==> config.mk <==
export PLATFORM = sky130hd
export DESIGN_NAME = servo_command_packet_framer_flat
export DESIGN_NICKNAME = d
export VERILOG_FILES = /design/src/sv/svf_pkg.sv /design/src/sv/svf_if.sv /design/src/sv/svf_shift.sv /design/src/sv/svf_xor_acc.sv /design/src/sv/servo_command_packet_framer.sv /design/src/flat_wrapper.sv
export SDC_FILE = /design/constraint.sdc
export NUM_CORES = 1
export LEC_CHECK = 0
export BUFFER_PORTS_ARGS = -buffer_cell sky130_fd_sc_hd__buf_2
export CORE_MARGIN = 2
export CORE_UTILIZATION = 55
export CTS_BUF_LIST = sky130_fd_sc_hd__clkbuf_8 sky130_fd_sc_hd__clkbuf_16
export DETAILED_ROUTE_END_ITERATION = 10
export PLACE_DENSITY = 0.77
export SYNTH_ARGS = -nofsm -noshare
export SYNTH_HDL_FRONTEND = slang
export SYNTH_SLANG_ARGS = --single-unit
==> constraint.sdc <==
create_clock -name i_clk -period 15.15 [get_ports i_clk]
set_input_delay 0.7575 -clock i_clk [delete_from_list [all_inputs] [get_ports i_clk]]
set_output_delay 0.7575 -clock i_clk [all_outputs]
set_load 0.05 [all_outputs]
==> src/sv/svf_pkg.sv <==
// shared types, byte constants and packet builder for the servo command framer
`timescale 1ns / 1ps

package svf_pkg;

    // command mode codes
    localparam logic [2:0] MODE_MOVE       = 3'd0;
    localparam logic [2:0] MODE_TORQUE     = 3'd1;
    localparam logic [2:0] MODE_RD_STATUS  = 3'd2;
    localparam logic [2:0] MODE_RD_RANGE   = 3'd3;
    localparam logic [2:0] MODE_RD_TORQUE  = 3'd4;

    // fixed packet bytes
    localparam logic [7:0] HDR_FIRST    = 8'hFA;
    localparam logic [7:0] HDR_SECOND   = 8'hAF;
    localparam logic [7:0] BYTE_ZERO    = 8'h00;
    localparam logic [7:0] BYTE_ONE     = 8'h01;
    localparam logic [7:0] ADDR_MOVE    = 8'h1E;
    localparam logic [7:0] ADDR_TORQUE  = 8'h24;
    localparam logic [7:0] LEN_MOVE     = 8'h04;
    localparam logic [7:0] FLAG_STATUS  = 8'h09;
    localparam logic [7:0] FLAG_READ    = 8'h0F;
    localparam logic [7:0] ADDR_RANGE   = 8'h2A;
    localparam logic [7:0] LEN_RANGE    = 8'h0A;

    // bytes ahead of the checksum, longest packet
    localparam int          MAX_BYTES = 11;
    localparam int          SREG_W    = MAX_BYTES * 8;
    localparam logic [3:0]  NB_MOVE   = 4'd11;
    localparam logic [3:0]  NB_TORQUE = 4'd8;
    localparam logic [3:0]  NB_READ   = 4'd7;
    // first byte index covered by the checksum
    localparam logic [3:0]  SUM_START = 4'd2;

    // control from the sequencer to the byte shifter
    typedef struct packed {
        logic load;
        logic shift;
    } t_shift_ctrl;

    // control from the sequencer to the checksum accumulator
    typedef struct packed {
        logic clear;
        logic accum;
    } t_xor_ctrl;

    // packet bytes ahead of the checksum, first byte in the low bits
    function automatic logic [SREG_W-1:0] f_packet_bytes(
        input logic [2:0]  mode,
        input logic [7:0]  servo_id,
        input logic [15:0] position,
        input logic [15:0] move_time,
        input logic [7:0]  torque_value
    );
        logic [SREG_W-1:0] v;
        v = '0;
        unique case (mode)
            MODE_MOVE: begin
                v[87:0] = {move_time[15:8], move_time[7:0], position[15:8], position[7:0],
                           BYTE_ONE, LEN_MOVE, ADDR_MOVE, BYTE_ZERO,
                           servo_id, HDR_SECOND, HDR_FIRST};
            end
            MODE_TORQUE: begin
                v[63:0] = {torque_value, BYTE_ONE, BYTE_ONE, ADDR_TORQUE, BYTE_ZERO,
                           servo_id, HDR_SECOND, HDR_FIRST};
            end
            MODE_RD_STATUS: begin
                v[55:0] = {BYTE_ONE, BYTE_ZERO, BYTE_ZERO, FLAG_STATUS,
                           servo_id, HDR_SECOND, HDR_FIRST};
            end
            MODE_RD_RANGE: begin
                v[55:0] = {BYTE_ZERO, LEN_RANGE, ADDR_RANGE, FLAG_READ,
                           servo_id, HDR_SECOND, HDR_FIRST};
            end
            default: begin
                v[55:0] = {BYTE_ZERO, BYTE_ONE, ADDR_TORQUE, FLAG_READ,
                           servo_id, HDR_SECOND, HDR_FIRST};
            end
        endcase
        return v;
    endfunction

    // number of bytes ahead of the checksum
    function automatic logic [3:0] f_packet_len(input logic [2:0] mode);
        logic [3:0] n;
        unique case (mode)
            MODE_MOVE:   n = NB_MOVE;
            MODE_TORQUE: n = NB_TORQUE;
            default:     n = NB_READ;
        endcase
        return n;
    endfunction

endpackage

==> src/sv/svf_if.sv <==
// handshake channels for commands and packet bytes
`timescale 1ns / 1ps

interface svf_cmd_if;
    logic               valid;
    logic               ready;
    logic [2:0]         mode;
    logic [7:0]         servo_id;
    logic signed [15:0] position;
    logic [15:0]        move_time;
    logic [7:0]         torque_value;

    modport source (output valid, mode, servo_id, position, move_time, torque_value,
                    input ready);
    modport sink   (input valid, mode, servo_id, position, move_time, torque_value,
                    output ready);
endinterface

interface svf_byte_if;
    logic       valid;
    logic       ready;
    logic [7:0] tx_byte;
    logic       last_byte;

    modport source (output valid, tx_byte, last_byte, input ready);
    modport sink   (input valid, tx_byte, last_byte, output ready);
endinterface

==> src/sv/svf_shift.sv <==
// byte-wide shift register holding the packet bytes still to be sent
`timescale 1ns / 1ps

module svf_shift (
    input  logic                         i_clk,
    input  svf_pkg::t_shift_ctrl         i_ctrl,
    input  logic [svf_pkg::SREG_W-1:0]   i_load_bytes,
    output logic [7:0]                   o_head
);
    import svf_pkg::*;

    logic [SREG_W-1:0] r_sreg;
    logic [SREG_W-1:0] n_sreg;

    // load a whole packet or drop the byte just sent
    always_comb begin
        n_sreg = r_sreg;
        if (i_ctrl.load) begin
            n_sreg = i_load_bytes;
        end else if (i_ctrl.shift) begin
            n_sreg = {8'h00, r_sreg[SREG_W-1:8]};
        end
    end

    always_ff @(posedge i_clk) begin
        r_sreg <= n_sreg;
    end

    assign o_head = r_sreg[7:0];
endmodule

==> src/sv/svf_xor_acc.sv <==
// running xor of the bytes covered by the checksum
`timescale 1ns / 1ps

module svf_xor_acc (
    input  logic               i_clk,
    input  logic               i_rst_n,
    input  svf_pkg::t_xor_ctrl i_ctrl,
    input  logic [7:0]         i_byte,
    output logic [7:0]         o_sum
);
    import svf_pkg::*;

    logic [7:0] r_sum;
    logic [7:0] n_sum;

    // clear at packet start, fold in one byte per beat
    always_comb begin
        n_sum = r_sum;
        if (i_ctrl.clear) begin
            n_sum = 8'h00;
        end else if (i_ctrl.accum) begin
            n_sum = r_sum ^ i_byte;
        end
    end

    always_ff @(posedge i_clk) begin
        if (!i_rst_n) begin
            r_sum <= 8'h00;
        end else begin
            r_sum <= n_sum;
        end
    end

    assign o_sum = r_sum;
endmodule

==> src/sv/servo_command_packet_framer.sv <==
// top level: servo command in, serial short packet out one byte per beat
`timescale 1ns / 1ps

// One command beat in, one packet out, one byte per output beat with last_byte
// on the closing checksum. The packet bytes load into a byte-wide shift
// register and leave at one byte per cycle unless the output stalls, while
// a running xor builds the checksum. A packet is 12 bytes for move, 9 for
// torque set and 8 for the three reads, and no new command is taken until
// its checksum is in the output register; output stalls hold the bytes back.
// The command is taken in the idle state and the first byte moves from the
// shifter head to the output register in the send state. The next command is
// taken in the cycle after the checksum moves to the output register, even
// while that byte waits. Mode codes 5 to 7 are taken and produce nothing.
module servo_command_packet_framer (
    input  logic    i_clk,
    input  logic    i_rst_n,
    svf_cmd_if.sink   i_cmd,
    svf_byte_if.source o_tx
);
    import svf_pkg::*;

    typedef enum logic {
        ST_IDLE,
        ST_SEND
    } t_state;

    t_state      r_state;
    logic [3:0]  r_byte_cnt;
    logic [3:0]  r_len;
    logic        r_out_valid;
    logic [7:0]  r_out_byte;
    logic        r_out_last;

    t_shift_ctrl w_shift_ctrl;
    t_xor_ctrl   w_xor_ctrl;
    logic [7:0]  w_head;
    logic [7:0]  w_sum;
    logic        w_accept;
    logic        w_mode_ok;
    logic        w_advance;
    logic        w_at_sum;

    assign i_cmd.ready = (r_state == ST_IDLE);
    assign w_accept    = i_cmd.valid && i_cmd.ready;
    assign w_mode_ok   = (i_cmd.mode <= MODE_RD_TORQUE);
    assign w_advance   = (r_state == ST_SEND) && (!r_out_valid || o_tx.ready);
    assign w_at_sum    = (r_byte_cnt == r_len);

    // shifter and checksum control
    always_comb begin
        w_shift_ctrl.load  = w_accept && w_mode_ok;
        w_shift_ctrl.shift = w_advance && !w_at_sum;
        w_xor_ctrl.clear   = w_accept && w_mode_ok;
        w_xor_ctrl.accum   = w_advance && !w_at_sum && (r_byte_cnt >= SUM_START);
    end

    svf_shift u_shift (
        .i_clk        (i_clk),
        .i_ctrl       (w_shift_ctrl),
        .i_load_bytes (f_packet_bytes(i_cmd.mode, i_cmd.servo_id, i_cmd.position,
                                      i_cmd.move_time, i_cmd.torque_value)),
        .o_head       (w_head)
    );

    svf_xor_acc u_xor (
        .i_clk   (i_clk),
        .i_rst_n (i_rst_n),
        .i_ctrl  (w_xor_ctrl),
        .i_byte  (w_head),
        .o_sum   (w_sum)
    );

    // sequencer and output register
    always_ff @(posedge i_clk) begin
        if (!i_rst_n) begin
            r_state     <= ST_IDLE;
            r_byte_cnt  <= 4'd0;
            r_out_valid <= 1'b0;
        end else begin
            // output beat valid: set on each new byte, cleared once taken
            if (w_advance) begin
                r_out_valid <= 1'b1;
            end else if (o_tx.ready) begin
                r_out_valid <= 1'b0;
            end
            unique case (r_state)
                ST_IDLE: begin
                    if (w_accept && w_mode_ok) begin
                        r_state    <= ST_SEND;
                        r_byte_cnt <= 4'd0;
                        r_len      <= f_packet_len(i_cmd.mode);
                    end
                end
                ST_SEND: begin
                    if (w_advance) begin
                        if (w_at_sum) begin
                            r_out_byte <= w_sum;
                            r_out_last <= 1'b1;
                            r_byte_cnt <= 4'd0;
                            r_state    <= ST_IDLE;
                        end else begin
                            r_out_byte <= w_head;
                            r_out_last <= 1'b0;
                            r_byte_cnt <= r_byte_cnt + 4'd1;
                        end
                    end
                end
                default: begin
                    r_state <= ST_IDLE;
                end
            endcase
        end
    end

    assign o_tx.valid     = r_out_valid;
    assign o_tx.tx_byte   = r_out_byte;
    assign o_tx.last_byte = r_out_last;
endmodule

==> src/flat_wrapper.sv <==
// flat-port wrapper written by rule: the top's interface ports become plain ports
module servo_command_packet_framer_flat import svf_pkg::*;
  (i_clk, i_rst_n, i_cmd_valid, i_cmd_mode, i_cmd_servo_id, i_cmd_position, i_cmd_move_time, i_cmd_torque_value, i_cmd_ready, o_tx_valid, o_tx_tx_byte, o_tx_last_byte, o_tx_ready);
  svf_cmd_if i_cmd_i ();
  svf_byte_if o_tx_i ();
  input  logic i_clk;
  input  logic i_rst_n;
  input wire logic [$bits(i_cmd_i.valid)-1:0] i_cmd_valid;
  input wire logic [$bits(i_cmd_i.mode)-1:0] i_cmd_mode;
  input wire logic [$bits(i_cmd_i.servo_id)-1:0] i_cmd_servo_id;
  input wire logic [$bits(i_cmd_i.position)-1:0] i_cmd_position;
  input wire logic [$bits(i_cmd_i.move_time)-1:0] i_cmd_move_time;
  input wire logic [$bits(i_cmd_i.torque_value)-1:0] i_cmd_torque_value;
  output wire logic [$bits(i_cmd_i.ready)-1:0] i_cmd_ready;
  output wire logic [$bits(o_tx_i.valid)-1:0] o_tx_valid;
  output wire logic [$bits(o_tx_i.tx_byte)-1:0] o_tx_tx_byte;
  output wire logic [$bits(o_tx_i.last_byte)-1:0] o_tx_last_byte;
  input wire logic [$bits(o_tx_i.ready)-1:0] o_tx_ready;
  assign i_cmd_i.valid = i_cmd_valid;
  assign i_cmd_i.mode = i_cmd_mode;
  assign i_cmd_i.servo_id = i_cmd_servo_id;
  assign i_cmd_i.position = i_cmd_position;
  assign i_cmd_i.move_time = i_cmd_move_time;
  assign i_cmd_i.torque_value = i_cmd_torque_value;
  assign i_cmd_ready = i_cmd_i.ready;
  assign o_tx_valid = o_tx_i.valid;
  assign o_tx_tx_byte = o_tx_i.tx_byte;
  assign o_tx_last_byte = o_tx_i.last_byte;
  assign o_tx_i.ready = o_tx_ready;
  servo_command_packet_framer u_core (.i_clk(i_clk), .i_rst_n(i_rst_n), .i_cmd(i_cmd_i), .o_tx(o_tx_i));
endmodule
Yosys cells after proc, flatten, opt, wreduce, memory -nomap -nowiden:

Cells that the tools add are included.

* input port bits: 55
* register bits: 115
* output and inout port bits: 11
* word-level logic and storage cells: 53

* magnitude comparators: 2
* equality and inequality tests: 6
* $add $sub $neg: 1
* reduce and logical (&&, ||, !) cells: 15
* bitwise logic cells: 3
* multiplexer cells: 18

Operator list (count)
* case mux 49 bit (4 select lines): 1
* 2-to-1 mux 88 bit: 2
* 2-to-1 mux 24 bit: 1
* case mux 4 bit (2 select lines): 2
* case mux 8 bit (2 select lines): 1
* 2-to-1 mux 4 bit: 3
* 2-to-1 mux 8 bit: 1
* bitwise XOR 8 bit: 1
* equality test 3 x 2 -> 1 bit, second input constant: 2
* 2-to-1 mux 1 bit: 6
* AND reduction 3 bit: 2
* logical AND 1 bit: 5
* adder 4 x 1 -> 4 bit, second input constant: 1
* equality test 4 bit: 1
* >= comparator 4 x 2 -> 1 bit, second input constant: 1
* != test 2 bit, second input constant: 2
* nonzero test 2 bit: 2
* equality test 3 x 1 -> 1 bit, second input constant: 1
* <= comparator 3 bit, second input constant: 1
* zero test 3 bit: 1
* zero test 1 bit: 2
* NOT 1 bit: 2
* case mux 1 bit (2 select lines): 1
* AND reduction 2 bit: 1
* other kinds (2): 2

Depth between registers and ports, before layout:

* depth after elaboration: 6
* gate-level depth with buffers: 7
* depth with buffers taken out: 5

By module:

Synthesis repeated with hierarchy kept, for this count alone.

* cell total of the unflattened synthesis: 358
* area, all modules: 5365.1 sq um

Modules (own cells, without submodules)
* svf_shift: cells each 195, area an instance 3764.9 sq um, sequential area each 2642.5 sq um, instances 1
* servo_command_packet_framer: cells each 127, area an instance 1216.2 sq um, sequential area each 480.5 sq um, instances 1
* svf_xor_acc: cells each 36, area an instance 384.1 sq um, sequential area each 160.2 sq um, instances 1

Least setup slack after synthesis:

No wires, ideal clock.

* path kind: input to register
* from: input port o_tx_ready
* to: register u_core.u_shift.r_sreg[0], enable pin
* data required time: 14.494 ns
* stages on the path: 3
* setup time: 0.656 ns
* buffers on the path: 0
* slack: 7.282 ns
* arrival: 7.212 ns
* cells stage by stage: nor2b_1 -> nand2b_1 -> o21ai_0

* word-level cells in the longest chain between the ends: 4

Ends and longest elaborated chain
* start: declaration: line flat_wrapper.sv:18 `input wire logic [$bits(o_tx_i.ready)-1:0] o_tx_ready;`
* logical OR 1 bit: line servo_command_packet_framer.sv:46 `assign w_advance = (r_state == ST_SEND) && (!r_out_valid || o_tx.ready);`
* logical AND 1 bit: line servo_command_packet_framer.sv:46
* logical AND 1 bit: line servo_command_packet_framer.sv:52 `w_shift_ctrl.shift = w_advance && !w_at_sum;`
* nonzero test 2 bit (no line)
* end signal: assignment: line svf_shift.sv:26 `r_sreg <= n_sreg;`
* end: declaration: line svf_shift.sv:12 `logic [SREG_W-1:0] r_sreg;`

Every way passes these cells.
A chain may end at the register's enable or synchronous reset.

Final worst setup path:

* from: register u_core.r_len[1]
* to: register u_core.u_shift.r_sreg[3], enable pin

* word-level cells in the longest chain between the ends: 4

Ends and longest elaborated chain
* start: declaration: line servo_command_packet_framer.sv:29 `logic [3:0] r_len;`
* start signal: assignment: line servo_command_packet_framer.sv:91 `r_len <= f_packet_len(i_cmd.mode);`
* equality test 4 bit: line servo_command_packet_framer.sv:47 `assign w_at_sum = (r_byte_cnt == r_len);`
* net u_core.w_at_sum: line servo_command_packet_framer.sv:41 `logic w_at_sum;`
* zero test 1 bit: line servo_command_packet_framer.sv:52
* logical AND 1 bit: line servo_command_packet_framer.sv:52
* nonzero test 2 bit (no line)

The timed path passes the listed nets, and every way through them passes these cells.

==> metrics.md <==
| Metric | Value |
|---|---|
| Setup violators final | `0` |
| Clock latency on the worst-skew pair | `0.51 ns` |
| Hold EP | `u_core.u_xor.o_sum[4]` |
| Reg2Reg Depth | `5` |
| Max clock buf depth | `2` |
| Post-cts gate resize count | `0` |
| Asr flop ratio synth | `0` |
| Worst Min Path Start | `u_core.u_xor.o_sum[4]` |
| Synthesis-stage register bit count | `114` |
| Ratio of final minimum period to clock period | `0.184` |
| Count of flip-flops with a built-in enable after synthesis | `100` |
| Pin count of the biggest net entering global routing | `89` |
| CP endpoint kind | `flip-flop` |
| Port bufs | `65` |
| Most instantiated library cell after synthesis | `edfxtp_1` |
| Initial antenna violation count | `0` |
| GP Congestion | `0.834` |
| Post-synthesis sequential area ratio | `0.682` |
| Syn Inst Count | `375` |
| Number of global-route vias before repair | `3173` |
| CTS tree | `yes` |
| Synth Flop Type | `edfxtp_1` |
| Routed Antenna Nets | `0` |
| Leak Pwr | `2.39 nW` |
| RSZ-0062 raised after global routing | `no` |
| Hold Fails Final Rpt | `0` |
| Die Footprint | `9510 um^2` |
| Total chip power | `0.000890 W` |
| CP Max Fanout | `88` |
| Clock root cell | `clkbuf_8` |
| Core area | `8590 um^2` |
| Max-slew violations | `0` |
| Outcome | `finished, final reports clean` |
| DRT Wirelength | `8680 um` |
| # fillers | `608` |
| Width of the die | `97.5 um` |
| Nets | `498` |
| Synth Warn # | `0` |
| Slew @ Worst Pin | `1.08 ns` |
| Diode count | `0` |
| Die Height | `97.5 um` |
| Reg2reg end | `u_core.u_shift.r_sreg[3]` |
| Minimum clock period | `2.79 ns` |
| Reg2reg setup slack | `12.36 ns` |
| First-pass GRT wire length | `14300 um` |
| Required @ worst endpoint | `15.27 ns` |
| Depth of the CTS H-tree | `4` |
| Final routed DRC violation total | `0` |
| Overall via count from detail_route | `3109` |
| Sink Count | `114` |
| Reg clk slew, reported paths | `0.06 ns` |
| Reg2reg start | `u_core.r_len[1]` |
| Setup Skew | `0.00834 ns` |
| Fmax | `359 MHz` |
| Initial core utilization | `0.560` |
| TritonCTS Buffers | `17` |
| Netlist Area Pre-Place | `4810 um^2` |
| Most frequent cells after synthesis | `edfxtp_1, nand2_1, and2_1` |
| Area share of the largest cell type after synthesis | `0.624` |
| Post-CTS setup buffer count | `0` |
| Peak supply drop | `0.000109 V` |
| HPWL after detailed placement | `5270 um` |
| Distinct cell type count after synthesis | `38` |
| Hold_buf cts | `0` |
| Detailed Routing Iterations Pass 1 | `5` |
| Starting DRC count in detailed routing | `192` |
| Synth top area cells | `edfxtp_1, dfxtp_1, nand2_1, and2_1, a22o_1` |
| Syn avg cell area | `12.8 um^2` |
| Post-Syn Nets | `432` |
| Fraction of layout instances using a drive strength above 1 | `0.225` |
| Cell depth of the worst hold path | `2` |
| Worst EP arrival | `2.91 ns` |
| Worst rel slew slack | `0.283` |
| Area leader, netlist | `edfxtp_1` |
| Via density | `5.54` |
| CP Launch Type | `flip-flop` |
| Area Growth Syn to Fin | `21.6%` |
| CP startpoint | `u_core.r_len[1]` |
| Drt wl/cell | `15.5 um` |
| Final setup TNS | `0 ns` |
| Hold crit path type | `flip-flop to flip-flop` |
| Critical path class | `flip-flop to flip-flop` |
| Maxcap violations | `0` |
| Congestion Overflow GR | `0` |
| Ports | `66` |
| All-Layer GR Usage | `0.193` |
| Pwr Density | `152 nW/um^2` |
| # rows | `34` |
==> metal layers <==
layer	up-vias	track usage	wire length, um
li1	1495	-	-
met1	1485	0.226	3560
met2	113	0.319	4380
met3	16	0.0554	524
met4	0	0.110	217
met5	-	0	0
==> state kept, by name (all words and copies together) (netlist names) <==
| register | flops |
|---|---|
| u_core.u_xor.o_sum | 8 |
| u_core.r_state | 1 |
| u_core.r_byte_cnt | 4 |
| u_core.o_tx.valid | 1 |
| u_core.o_tx.tx_byte | 8 |
| u_core.r_len | 3 |
| u_core.u_shift.r_sreg | 88 |
| u_core.o_tx.last_byte | 1 |
==> worst max-delay path by stage <==
stage                                      to  depth (start not counted)
finish               u_core.u_shift.r_sreg[3]                          5
detailed placement  u_core.u_shift.r_sreg[70]                          5
CTS                 u_core.u_shift.r_sreg[46]                          5
global route        u_core.u_shift.r_sreg[51]                          5
global placement    u_core.u_shift.r_sreg[78]                          5
floorplan            u_core.u_shift.r_sreg[0]                          3
==> worst max-delay path, cell delays in order, from the launching register on <==
cell and delay [ns]:
edfxtp_1 0.42, and3_1 0.25, o211ai_4 0.57, inv_4 0.11, o21ai_4 0.16, buf_4 0.79
==> placed cells by master (no fill, tap or decap), drive strengths merged, types with 7 or more instances in the layout <==
master and instances:
a22o 19, nand2 57, mux2i 8, nand2b 16, o21ai 15, edfxtp 100, nor3 7, a221o 8
and2 32, nor2 11, buf 68, inv 15, and3 9, dfxtp 14, clkbuf 17, nand4 8
==> where the power goes <==
| part | switching, W | total (W) | internal, W | leakage, nW |
|---|---|---|---|---|
| clock network | 0.000131 | 0.000427 | 0.000296 | 0.313 |
| registers | 0.00000957 | 0.000393 | 0.000383 | 1.08 |
| logic | 0.0000438 | 0.0000703 | 0.0000265 | 0.997 |
| total | 0.000184 | 0.000890 | 0.000706 | 2.39 |
==> cell type report <==
cell class / count / area [um^2] / area share
well taps: 108 / 135 / 0.0231
multi-input cells: 226 / 1400 / 0.239
repair buffers: 68 / 348 / 0.0594
clock inverters: 14 / 219 / 0.0374
flip-flops and latches: 114 / 3280 / 0.561
clock buffers: 17 / 414 / 0.0708
inverters: 14 / 55.1 / 0.00941
==> logic make-up (layout without fill, tap and decap cells) <==
| family | Yosys count | count (layout) | synth area share |
|---|---|---|---|
| mux | 8 | 8 | 0.0166 |
| compound gates | 63 | 63 | 0.101 |
| fa+ha+maj | 2 | 2 | 0.00520 |
| buf+inv | 35 | 113 | 0.0302 |
| xor+xnor | 3 | 3 | 0.00546 |
| flops | 114 | 114 | 0.682 |
| simple gates | 150 | 150 | 0.159 |
==> through the flow <==
step | setup slack (ns) | util | hold slack (ns) | std cells | instance area, um^2
2_1_floorplan | 7.28 | - | 0.438 | 375 | 4810
3_3_place_gp | 12.32 | 0.607 | 0.443 | 530 | 5220
3_5_place_dp | 12.27 | 0.607 | 0.459 | 530 | 5220
4_1_cts | 12.40 | 0.681 | 0.474 | 561 | 5850
5_1_grt | 12.23 | 0.681 | 0.492 | 561 | 5850
6_report | 12.36 | 0.681 | 0.468 | 561 | 5850
(Power assumes the default switching activity.)
